<file path="src/hdl/fra_pkg.sv">
// Shared types and constants of the frame ring allocator.
package fra_pkg;

   localparam int DATA_W      = 32;
   localparam int COUNT_W     = 32;
   localparam int STRIDE_W    = 16;
   localparam int PROD_W      = COUNT_W + STRIDE_W;
   localparam int FRAMES_W    = 3;
   localparam int ALIGN_BYTES = 256;
   localparam int ALIGN_W     = $clog2(ALIGN_BYTES);

   localparam int CSR_INDEX_W = 4;

   localparam logic [CSR_INDEX_W-1:0] CSR_RING_BYTES       = 4'd0;
   localparam logic [CSR_INDEX_W-1:0] CSR_FRAMES_IN_FLIGHT = 4'd1;

   localparam logic [DATA_W-1:0]   RING_BYTES_RESET = 32'd1048576;
   localparam logic [FRAMES_W-1:0] FRAMES_RESET     = 3'd3;

   localparam logic MODE_ALLOC = 1'b0;
   localparam logic MODE_FRAME = 1'b1;

   localparam logic STATUS_OK  = 1'b0;
   localparam logic STATUS_OOM = 1'b1;

   typedef enum logic [1:0] {
      MOD_TAIL,
      MOD_FRAME,
      MOD_HEAD
   } mod_sel_type;

   typedef enum logic [3:0] {
      ST_IDLE,
      ST_START,
      ST_MUL,
      ST_SIZE,
      ST_TAIL,
      ST_TAIL_WAIT,
      ST_FIT,
      ST_PAD,
      ST_TAKE,
      ST_FR_TAB,
      ST_FR_IDX,
      ST_FR_READ,
      ST_FR_FREE,
      ST_FR_HEAD,
      ST_OUT
   } ctrl_state_type;

   typedef struct packed {
      logic        load;
      logic        mul;
      logic        size;
      logic        fail;
      logic        tail_zero;
      logic        tail_load;
      logic        fit;
      logic        pad_take;
      logic        take;
      logic        fr_tab;
      logic        fr_idx;
      logic        fr_read;
      logic        fr_free;
      logic        head_load;
      logic        out_load;
      logic        mod_start;
      mod_sel_type mod_sel;
   } dp_cmd_type;

   typedef struct packed {
      logic is_frame;
      logic ovf;
      logic ring_zero;
      logic mod_done;
      logic need_pad;
      logic pad_fits;
      logic take_fits;
      logic free_ok;
      logic out_free;
   } dp_sts_type;

endpackage

</file>
<file path="src/hdl/fra_rem.sv">
// Bit-serial remainder unit: one quotient bit per cycle, early finish when no reduction is needed.
module fra_rem (
   input  logic        clock,
   input  logic        reset,
   input  logic        start,
   input  logic [32:0] dividend,
   input  logic [31:0] divisor,
   output logic        done,
   output logic [31:0] remainder
);

   localparam int STEPS = 33;
   localparam int CNT_W = $clog2(STEPS + 1);

   logic             busy_ff;
   logic             done_ff;
   logic [CNT_W-1:0] cnt_ff;
   logic [32:0]      dvd_ff;
   logic [31:0]      dsr_ff;
   logic [31:0]      rem_ff;

   logic [32:0] trial;
   logic [32:0] diff;
   logic        trial_ge;
   logic        fast;

   assign trial    = {rem_ff, dvd_ff[32]};
   assign diff     = trial - {1'b0, dsr_ff};
   assign trial_ge = trial >= {1'b0, dsr_ff};
   assign fast     = dividend < {1'b0, divisor};

   always_ff @(posedge clock) begin
      if (reset) begin
         busy_ff <= 1'b0;
         done_ff <= 1'b0;
         cnt_ff  <= '0;
      end else begin
         done_ff <= 1'b0;
         if (start) begin
            if (fast) begin
               done_ff <= 1'b1;
            end else begin
               busy_ff <= 1'b1;
               cnt_ff  <= CNT_W'(STEPS);
            end
         end else if (busy_ff) begin
            cnt_ff <= cnt_ff - 1'b1;
            if (cnt_ff == CNT_W'(1)) begin
               busy_ff <= 1'b0;
               done_ff <= 1'b1;
            end
         end
      end
   end

   always_ff @(posedge clock) begin
      if (start) begin
         dvd_ff <= dividend;
         dsr_ff <= divisor;
         rem_ff <= fast ? dividend[31:0] : '0;
      end else if (busy_ff) begin
         dvd_ff <= {dvd_ff[31:0], 1'b0};
         rem_ff <= trial_ge ? diff[31:0] : trial[31:0];
      end
   end

   assign done      = done_ff;
   assign remainder = rem_ff;

endmodule

</file>
<file path="src/hdl/fra_dp.sv">
// Datapath of the frame ring allocator: ring state, frame tabs, size arithmetic and result register.
module fra_dp #(
   parameter int MAX_FRAMES = 4
) (
   input  logic                               clock,
   input  logic                               reset,
   input  fra_pkg::dp_cmd_type                cmd,
   output fra_pkg::dp_sts_type                sts,
   input  logic                               csr_write,
   input  logic [fra_pkg::CSR_INDEX_W-1:0]    csr_index,
   input  logic [fra_pkg::DATA_W-1:0]         csr_data,
   input  logic                               req_mode,
   input  logic [fra_pkg::COUNT_W-1:0]        req_element_count,
   input  logic [fra_pkg::STRIDE_W-1:0]       req_element_stride,
   input  logic                               rsp_stall,
   output logic                               rsp_valid,
   output logic                               rsp_status,
   output logic [fra_pkg::DATA_W-1:0]         rsp_offset,
   output logic [fra_pkg::DATA_W-1:0]         rsp_granted_bytes,
   output logic [fra_pkg::DATA_W-1:0]         rsp_freed_bytes
);

   localparam int IDX_W = (MAX_FRAMES > 1) ? $clog2(MAX_FRAMES) : 1;
   localparam int DW    = fra_pkg::DATA_W;

   // Configuration registers.
   logic [DW-1:0]                ring_ff;
   logic [fra_pkg::FRAMES_W-1:0] fif_ff;

   // Allocator state.
   logic [DW-1:0]    head_ff;
   logic [DW-1:0]    used_ff;
   logic [IDX_W-1:0] fidx_ff;
   logic [DW-1:0]    btf_ff;
   logic [DW-1:0]    tabs_ff [MAX_FRAMES];

   // Per-item working registers.
   logic                         mode_ff;
   logic [fra_pkg::COUNT_W-1:0]  count_ff;
   logic [fra_pkg::STRIDE_W-1:0] stride_ff;
   logic [fra_pkg::PROD_W-1:0]   prod_ff;
   logic [DW-1:0]                size_ff;
   logic                         ovf_ff;
   logic [DW-1:0]                tail_ff;
   logic [DW-1:0]                pad_ff;
   logic [DW-1:0]                tab_ff;
   logic                         res_status_ff;
   logic [DW-1:0]                res_offset_ff;
   logic [DW-1:0]                res_granted_ff;
   logic [DW-1:0]                res_freed_ff;

   logic          rsp_valid_ff;
   logic          rsp_status_ff;
   logic [DW-1:0] rsp_offset_ff;
   logic [DW-1:0] rsp_granted_ff;
   logic [DW-1:0] rsp_freed_ff;

   logic [fra_pkg::PROD_W:0] rounded;
   logic [DW:0]              used_pad;
   logic [DW:0]              used_size;
   logic [DW-1:0]            add_amt;
   logic [DW:0]              btf_sum;
   logic [DW-1:0]            frames_eff;
   logic [DW-1:0]            frames_max;
   logic [DW-1:0]            fif_wide;
   logic [32:0]              mod_dividend;
   logic [31:0]              mod_divisor;
   logic                     mod_done;
   logic [31:0]              mod_rem;

   assign rounded = {1'b0, prod_ff} + (fra_pkg::PROD_W + 1)'(fra_pkg::ALIGN_BYTES - 1);

   assign used_pad  = {1'b0, used_ff} + {1'b0, pad_ff};
   assign used_size = {1'b0, used_ff} + {1'b0, size_ff};
   assign add_amt   = cmd.pad_take ? pad_ff : size_ff;
   assign btf_sum   = {1'b0, btf_ff} + {1'b0, add_amt};

   // Frame count clamped into 1 .. MAX_FRAMES.
   assign fif_wide   = DW'(fif_ff);
   assign frames_max = DW'(MAX_FRAMES);
   assign frames_eff = (fif_ff == '0) ? DW'(1) :
                       ((fif_wide > frames_max) ? frames_max : fif_wide);

   always_comb begin
      unique case (cmd.mod_sel)
         fra_pkg::MOD_TAIL: begin
            mod_dividend = {1'b0, head_ff} + {1'b0, used_ff};
            mod_divisor  = ring_ff;
         end
         fra_pkg::MOD_FRAME: begin
            mod_dividend = 33'(fidx_ff) + 33'd1;
            mod_divisor  = frames_eff;
         end
         fra_pkg::MOD_HEAD: begin
            mod_dividend = {1'b0, head_ff} + {1'b0, tab_ff};
            mod_divisor  = ring_ff;
         end
         default: begin
            mod_dividend = '0;
            mod_divisor  = ring_ff;
         end
      endcase
   end

   fra_rem u_rem (
      .clock     (clock),
      .reset     (reset),
      .start     (cmd.mod_start),
      .dividend  (mod_dividend),
      .divisor   (mod_divisor),
      .done      (mod_done),
      .remainder (mod_rem)
   );

   always_comb begin
      sts.is_frame  = (mode_ff == fra_pkg::MODE_FRAME);
      sts.ovf       = ovf_ff;
      sts.ring_zero = (ring_ff == '0);
      sts.mod_done  = mod_done;
      sts.need_pad  = (size_ff > pad_ff) && (pad_ff != '0);
      sts.pad_fits  = used_pad <= {1'b0, ring_ff};
      sts.take_fits = used_size <= {1'b0, ring_ff};
      sts.free_ok   = used_ff >= tab_ff;
      sts.out_free  = !rsp_valid_ff || !rsp_stall;
   end

   // Configuration and allocator state.
   always_ff @(posedge clock) begin
      if (reset) begin
         ring_ff <= fra_pkg::RING_BYTES_RESET;
         fif_ff  <= fra_pkg::FRAMES_RESET;
         head_ff <= '0;
         used_ff <= '0;
         fidx_ff <= '0;
         btf_ff  <= '0;
         for (int i = 0; i < MAX_FRAMES; i++) begin
            tabs_ff[i] <= '0;
         end
      end else begin
         if (csr_write) begin
            unique case (csr_index)
               fra_pkg::CSR_RING_BYTES:       ring_ff <= csr_data;
               fra_pkg::CSR_FRAMES_IN_FLIGHT: fif_ff  <= csr_data[fra_pkg::FRAMES_W-1:0];
               default: ;
            endcase
         end
         if (cmd.pad_take) begin
            used_ff <= used_pad[DW-1:0];
         end
         if (cmd.take) begin
            used_ff <= used_size[DW-1:0];
         end
         if (cmd.pad_take || cmd.take) begin
            btf_ff <= btf_sum[DW] ? '1 : btf_sum[DW-1:0];
         end
         if (cmd.fr_tab) begin
            tabs_ff[fidx_ff] <= btf_ff;
            btf_ff           <= '0;
         end
         if (cmd.fr_idx) begin
            fidx_ff <= mod_rem[IDX_W-1:0];
         end
         if (cmd.fr_free) begin
            used_ff <= used_ff - tab_ff;
         end
         if (cmd.head_load) begin
            head_ff <= mod_rem;
         end
      end
   end

   // Working registers of the item in progress.
   always_ff @(posedge clock) begin
      if (cmd.load) begin
         mode_ff        <= req_mode;
         count_ff       <= req_element_count;
         stride_ff      <= req_element_stride;
         res_status_ff  <= fra_pkg::STATUS_OK;
         res_offset_ff  <= '0;
         res_granted_ff <= '0;
         res_freed_ff   <= '0;
      end
      if (cmd.mul) begin
         prod_ff <= count_ff * stride_ff;
      end
      if (cmd.size) begin
         size_ff <= {rounded[DW-1:fra_pkg::ALIGN_W], {fra_pkg::ALIGN_W{1'b0}}};
         ovf_ff  <= |rounded[fra_pkg::PROD_W:DW];
      end
      if (cmd.tail_zero) begin
         tail_ff <= '0;
      end
      if (cmd.tail_load) begin
         tail_ff <= mod_rem;
      end
      if (cmd.fit) begin
         pad_ff <= ring_ff - tail_ff;
      end
      // Once the padding is taken the tail sits at the start of the ring.
      if (cmd.pad_take) begin
         tail_ff <= '0;
      end
      if (cmd.take) begin
         res_offset_ff  <= tail_ff;
         res_granted_ff <= size_ff;
      end
      if (cmd.fail) begin
         res_status_ff <= fra_pkg::STATUS_OOM;
      end
      if (cmd.fr_read) begin
         tab_ff <= tabs_ff[fidx_ff];
      end
      if (cmd.fr_free) begin
         res_freed_ff <= tab_ff;
      end
   end

   // Output register.
   always_ff @(posedge clock) begin
      if (reset) begin
         rsp_valid_ff <= 1'b0;
      end else if (cmd.out_load) begin
         rsp_valid_ff <= 1'b1;
      end else if (!rsp_stall) begin
         rsp_valid_ff <= 1'b0;
      end
   end

   always_ff @(posedge clock) begin
      if (cmd.out_load) begin
         rsp_status_ff  <= res_status_ff;
         rsp_offset_ff  <= res_offset_ff;
         rsp_granted_ff <= res_granted_ff;
         rsp_freed_ff   <= res_freed_ff;
      end
   end

   assign rsp_valid         = rsp_valid_ff;
   assign rsp_status        = rsp_status_ff;
   assign rsp_offset        = rsp_offset_ff;
   assign rsp_granted_bytes = rsp_granted_ff;
   assign rsp_freed_bytes   = rsp_freed_ff;

endmodule

</file>
<file path="src/hdl/fra_ctrl.sv">
// Controller state machine of the frame ring allocator.
module fra_ctrl (
   input  logic                clock,
   input  logic                reset,
   input  logic                req_valid,
   output logic                req_stall,
   input  fra_pkg::dp_sts_type sts,
   output fra_pkg::dp_cmd_type cmd
);

   fra_pkg::ctrl_state_type state_ff;
   fra_pkg::ctrl_state_type state_in;

   always_ff @(posedge clock) begin
      if (reset) begin
         state_ff <= fra_pkg::ST_IDLE;
      end else begin
         state_ff <= state_in;
      end
   end

   always_comb begin
      state_in    = state_ff;
      cmd         = '0;
      cmd.mod_sel = fra_pkg::MOD_TAIL;
      req_stall   = 1'b1;
      unique case (state_ff)
         fra_pkg::ST_IDLE: begin
            req_stall = 1'b0;
            if (req_valid) begin
               cmd.load = 1'b1;
               state_in = fra_pkg::ST_START;
            end
         end
         fra_pkg::ST_START: begin
            state_in = sts.is_frame ? fra_pkg::ST_FR_TAB : fra_pkg::ST_MUL;
         end
         fra_pkg::ST_MUL: begin
            cmd.mul  = 1'b1;
            state_in = fra_pkg::ST_SIZE;
         end
         fra_pkg::ST_SIZE: begin
            cmd.size = 1'b1;
            state_in = fra_pkg::ST_TAIL;
         end
         fra_pkg::ST_TAIL: begin
            if (sts.ovf) begin
               cmd.fail = 1'b1;
               state_in = fra_pkg::ST_OUT;
            end else if (sts.ring_zero) begin
               cmd.tail_zero = 1'b1;
               state_in      = fra_pkg::ST_FIT;
            end else begin
               cmd.mod_start = 1'b1;
               cmd.mod_sel   = fra_pkg::MOD_TAIL;
               state_in      = fra_pkg::ST_TAIL_WAIT;
            end
         end
         fra_pkg::ST_TAIL_WAIT: begin
            if (sts.mod_done) begin
               cmd.tail_load = 1'b1;
               state_in      = fra_pkg::ST_FIT;
            end
         end
         fra_pkg::ST_FIT: begin
            cmd.fit  = 1'b1;
            state_in = fra_pkg::ST_PAD;
         end
         fra_pkg::ST_PAD: begin
            state_in = fra_pkg::ST_TAKE;
            if (sts.need_pad) begin
               if (sts.pad_fits) begin
                  cmd.pad_take = 1'b1;
               end else begin
                  cmd.fail = 1'b1;
                  state_in = fra_pkg::ST_OUT;
               end
            end
         end
         fra_pkg::ST_TAKE: begin
            if (sts.take_fits) begin
               cmd.take = 1'b1;
            end else begin
               cmd.fail = 1'b1;
            end
            state_in = fra_pkg::ST_OUT;
         end
         fra_pkg::ST_FR_TAB: begin
            cmd.fr_tab    = 1'b1;
            cmd.mod_start = 1'b1;
            cmd.mod_sel   = fra_pkg::MOD_FRAME;
            state_in      = fra_pkg::ST_FR_IDX;
         end
         fra_pkg::ST_FR_IDX: begin
            if (sts.mod_done) begin
               cmd.fr_idx = 1'b1;
               state_in   = fra_pkg::ST_FR_READ;
            end
         end
         fra_pkg::ST_FR_READ: begin
            cmd.fr_read = 1'b1;
            state_in    = fra_pkg::ST_FR_FREE;
         end
         fra_pkg::ST_FR_FREE: begin
            state_in = fra_pkg::ST_OUT;
            if (sts.free_ok) begin
               cmd.fr_free = 1'b1;
               // With a ring size of zero the head does not move.
               if (!sts.ring_zero) begin
                  cmd.mod_start = 1'b1;
                  cmd.mod_sel   = fra_pkg::MOD_HEAD;
                  state_in      = fra_pkg::ST_FR_HEAD;
               end
            end
         end
         fra_pkg::ST_FR_HEAD: begin
            cmd.mod_sel = fra_pkg::MOD_HEAD;
            if (sts.mod_done) begin
               cmd.head_load = 1'b1;
               state_in      = fra_pkg::ST_OUT;
            end
         end
         fra_pkg::ST_OUT: begin
            if (sts.out_free) begin
               cmd.out_load = 1'b1;
               state_in     = fra_pkg::ST_IDLE;
            end
         end
         default: begin
            state_in = fra_pkg::ST_IDLE;
         end
      endcase
   end

endmodule

</file>
<file path="src/hdl/frame_ring_allocator.sv">
// Frame ring allocator: a byte allocator over a ring that releases space once per frame.
//
// Requests arrive on the req_ channel (valid/stall). Mode 0 allocates element_count times
// element_stride bytes rounded up to 256; mode 1 closes the current frame and releases the
// tab of the frame it moves into. Each request gives exactly one transfer on the rsp_
// channel carrying status, offset, granted_bytes and freed_bytes.
// The block works on one request at a time. An allocation steps through MUL and SIZE,
// one pass of the remainder unit that reduces head plus used modulo the ring size, then
// FIT, PAD and TAKE before the result register loads; an oversized request skips the
// pass and goes straight to the result, and a zero ring sets a zero tail instead of it.
// A frame request steps through FR_TAB, a pass for the frame index, FR_READ and FR_FREE,
// then a second pass for the head when the tab is freed and the ring size is not zero.
// A pass ends early when the value is below the divisor; otherwise the unit retires one
// quotient bit per cycle. The next request is taken in the cycle after the result loads.
// A finished result waits in the output register while the next request is accepted;
// when rsp_stall holds, a second result cannot load and req_stall stays high until the
// first one transfers.
// Reset clears the ring state and all frame tabs at once and restores the configuration
// (ring of 1 MiB, 3 frames in flight). Configuration writes on the csr_ channel are
// always ready and are meant for times when no request is in flight.
module frame_ring_allocator #(
   parameter int MAX_FRAMES = 4
) (
   input  logic                            clock,
   input  logic                            reset,
   input  logic                            req_valid,
   output logic                            req_stall,
   input  logic                            req_mode,
   input  logic [fra_pkg::COUNT_W-1:0]     req_element_count,
   input  logic [fra_pkg::STRIDE_W-1:0]    req_element_stride,
   output logic                            rsp_valid,
   input  logic                            rsp_stall,
   output logic                            rsp_status,
   output logic [fra_pkg::DATA_W-1:0]      rsp_offset,
   output logic [fra_pkg::DATA_W-1:0]      rsp_granted_bytes,
   output logic [fra_pkg::DATA_W-1:0]      rsp_freed_bytes,
   input  logic                            csr_valid,
   output logic                            csr_ready,
   input  logic [fra_pkg::CSR_INDEX_W-1:0] csr_index,
   input  logic [fra_pkg::DATA_W-1:0]      csr_data
);

   fra_pkg::dp_cmd_type cmd;
   fra_pkg::dp_sts_type sts;

   assign csr_ready = 1'b1;

   fra_ctrl u_ctrl (
      .clock     (clock),
      .reset     (reset),
      .req_valid (req_valid),
      .req_stall (req_stall),
      .sts       (sts),
      .cmd       (cmd)
   );

   fra_dp #(
      .MAX_FRAMES (MAX_FRAMES)
   ) u_dp (
      .clock              (clock),
      .reset              (reset),
      .cmd                (cmd),
      .sts                (sts),
      .csr_write          (csr_valid && csr_ready),
      .csr_index          (csr_index),
      .csr_data           (csr_data),
      .req_mode           (req_mode),
      .req_element_count  (req_element_count),
      .req_element_stride (req_element_stride),
      .rsp_stall          (rsp_stall),
      .rsp_valid          (rsp_valid),
      .rsp_status         (rsp_status),
      .rsp_offset         (rsp_offset),
      .rsp_granted_bytes  (rsp_granted_bytes),
      .rsp_freed_bytes    (rsp_freed_bytes)
   );

endmodule
</file>
<file path="config.mk">
export PLATFORM = sky130hd
export DESIGN_NAME = frame_ring_allocator
export DESIGN_NICKNAME = d
export VERILOG_FILES = /design/src/hdl/fra_pkg.sv /design/src/hdl/fra_rem.sv /design/src/hdl/fra_dp.sv /design/src/hdl/fra_ctrl.sv /design/src/hdl/frame_ring_allocator.sv
export SDC_FILE = /design/constraint.sdc
export NUM_CORES = 2
export LEC_CHECK = 0
export BUFFER_PORTS_ARGS = -buffer_cell sky130_fd_sc_hd__buf_4
export CORE_MARGIN = 2
export CORE_UTILIZATION = 60
export DETAILED_ROUTE_END_ITERATION = 10
export PLACE_DENSITY = 0.74
export SYNTH_ARGS = -nofsm -noshare
export SYNTH_HDL_FRONTEND = slang
export SYNTH_SLANG_ARGS = --single-unit
</file>
<file path="constraint.sdc">
create_clock -name clock -period 10.51 [get_ports clock]
set_clock_uncertainty 0.2 [all_clocks]
set_input_delay 1.051 -clock clock [delete_from_list [all_inputs] [get_ports clock]]
set_output_delay 1.051 -clock clock [all_outputs]
set_load 0.01 [all_outputs]
</file>
==> qor.yml <==
logic_synthesis:
  synth_most_common_cell: "nand2_1"
  synth_seq_area_share_pct: 36.4
  synth_top_area_share_pct: 30.2
  synthMuxAreaShare_pct: 2.19
  synth_compound_area_share_pct: 12.8
  yosysWarningCount: 0
  synth-async-reset-ratio_pct: 0
  post_synth.cell_area_avg_sq_um: 9.96
  synth_top_family_by_area: "adder cells"
  yosys.area_share.simple_pct: 14.7
  synth.distinct_cells: 92
  synthTopCellsByArea: "edfxtp_1 (30%), fa_1 (15%), ha_1 (9.8%)"
  yosys.area.top_type: "edfxtp_1"
  synthAdderAreaFrac_pct: 24.4
  syn_inst: 5861
  ys.flop_type: "edfxtp_1"
  synthXorXnorAreaFrac_pct: 3.68
  syn_area_sq_mm: 0.0584
  synth_common_cells: "nand2_1 (790), inv_1 (652), edfxtp_1 (588), ha_1 (458), fa_1 (425)"
  synth-edff-count: 588
  ys_seq_elements: 767
worst_setup_path:
  cp_num_buf_inv: 1
  arrival_ns: 9.96
  slowest_stage: "o311ai_1"
  end_kind: "register"
  critical-path-top-delay-family: "compound AO/OA/AOI/OAI gates"
  critPathLaunchType: "register"
  required_ns: 10.85
  critPathLaunch: "u_dp.pad_ff[3]$_DFFE_PN_"
  critPathMaxFanout: 23
  rr_startpoint: "u_dp.pad_ff[3]$_DFFE_PN_"
  cpMostUsedCell: "a21oi_1"
  max_stage_delay_ns: 0.73
  path_class: "reg2reg"
min_path:
  min-delay-start: "u_dp.res_granted_ff[31]$_SDFFCE_PN0P_"
  min_path_type: "reg2reg"
global_routing:
  grt_pass1_vias: 44200
  overflow: 0
  grt_max_degree: 78
  track_usage_pct: 34.9
  grt_pass1_wl_mm: 263
  antenna_found_initial: 2
route:
  drt_iter0_drc: 4357
  routed_wl_mm: 173
  antenna_left: 0
  first_pass_iters: 6
  wl_per_cell_um: 23.6
  via_per_inst: 6.11
  drc: 0
  num_vias: 44700
flow_run:
  cap_viol_max_count: 0
final_layout:
  fin_cells: 7323
  syn2layout_area_growth_pct: 9.61
  antenna_cells: 0
  top_register: "u_dp.tabs_ff"
  drive_above_1_share_pct: 8.90
  num-nets-final: 6948
  largest_register_ffs: 128
  top_regs: "u_dp.tabs_ff: 128 flops, u_dp.prod_ff: 48 flops, u_dp.u_rem.dvd_ff: 33 flops"
timing:
  fin_setup_tns_ns: 0
  worstMarginPinSlew_ns: 1.34
  fin_crit_sh_pct: 91.5
  maxSlewViolCount: 0
  finalSetupViolCount: 0
  holdWs_ns: 0.215
  rsz0062_at_grt: "no"
  max_slew_margin_pct: 10.4
  max_freq_ghz: 0.104
  period_needed_ns: 9.61
  hold_viol_final: 0
status:
  status: "finished clean"
place:
  dp_cells: 7163
  place_congestion: 0.991
  portBuffers: 180
  dp_hpwl_mm: 130
clocking:
  root_buffer: "clkbuf_16"
  cts_num_sinks: 767
  cts_setup_buffers: 0
  path_clk_slew_ns: 0.06
  clockBufferDepth: 3
  cts.repair.resized: 0
  cts_tree: "done"
  hold_buffers: 0
  cts_max_level: 3
  cts-buffers-inserted: 86
  clk_latency_ns: 0.68
die:
  fp.coreArea_sq_mm: 0.0966
  placement_rows: 114
  die_h_um: 316
  fp.dieArea_sq_mm: 0.0998
  start_util_pct: 60.5
  die_w_um: 316
  ios: 190
[stage by stage]
stage | setup slack, ns | area, sq um | util [%]
finish | 0.895 | 64000 | 66.3
global route | 0.294 | 64000 | 66.3
CTS | 1.13 | 64000 | 66.3
detailed placement | 1.18 | 61100 | 63.2
global placement | 1.34 | 61100 | 63.2
floorplan | 2.93 | 58400 | -
[path summary, 6_finish.rpt]
| check | endpoint | slack, ns | depth (start not counted) |
|---|---|---|---|
| setup / recovery | u_dp.btf_ff[7]$_SDFFE_PP0P_ | 0.90 | 30 |
| hold / removal | u_dp.rsp_granted_bytes[31]$_DFFE_PP_ | 0.22 | 0 |
| setup reg to reg | u_dp.btf_ff[7]$_SDFFE_PP0P_ | 0.90 | 30 |
| hold reg to reg | u_dp.rsp_granted_bytes[31]$_DFFE_PP_ | 0.22 | 0 |
[cell type report]
class                      instances  area [sq um]
fill                            7637         32600
clock inverter                    48           538
clock buffer                     112          2380
sequential                       767         21200
timing repair buffer             250          1890
multi-input combinational       4217         33900
inverter                         653          2450
tap                             1276          1600
[layout by cell type (no fill, tap or decap), drive strengths merged, types with 29 or more instances in the layout]
master / n
nand2: 790
inv: 659
edfxtp: 588
ha: 458
fa: 425
a21oi: 387
nor2: 341
and2: 313
buf: 250
o21ai: 234
dfxtp: 179
xnor2: 150
a21o: 115
clkbuf: 112
xor2: 95
nand3: 74
nor3: 62
nand4: 54
a211oi: 49
o21a: 45
a22oi: 45
and3: 39
nor2b: 38
nand2b: 37
o211ai: 34
nor4: 33
mux4: 32
o21bai: 30
clkinv: 29
[cell families after synthesis]
kind of cell	count (synthesis)
compound gates	1153
xor+xnor	245
fa+ha+maj	883
buf+inv	884
flops	767
mux	84
other cells	2
simple gates	1843
[worst reg2reg max path, delay by kind of cell, from the launching register on]
family | cells | cell delay (ns)
and+or+nand+nor | 5 | 1.14
buffers and inverters | 1 | 0.28
AOI/OAI and AO/OA | 19 | 5.79
adders and majority gates | 3 | 1.06
xor gates and xnor gates | 1 | 0.13
muxes | 1 | 0.42
DFF | 1 | 0.44
[layer usage]
layer / routed length (um) / vias to the layer above / track usage, %
met3: 14100 / 393 / 5.79
met1: 69900 / 21900 / 46.4
met5: 15 / - / 0
li1: - / 20300 / -
met2: 80200 / 2101 / 56.4
met4: 8910 / 2 / 15.9
Power is not shown: default switching activity piles up to over one toggle a cycle in this logic, so the estimate is an artifact.
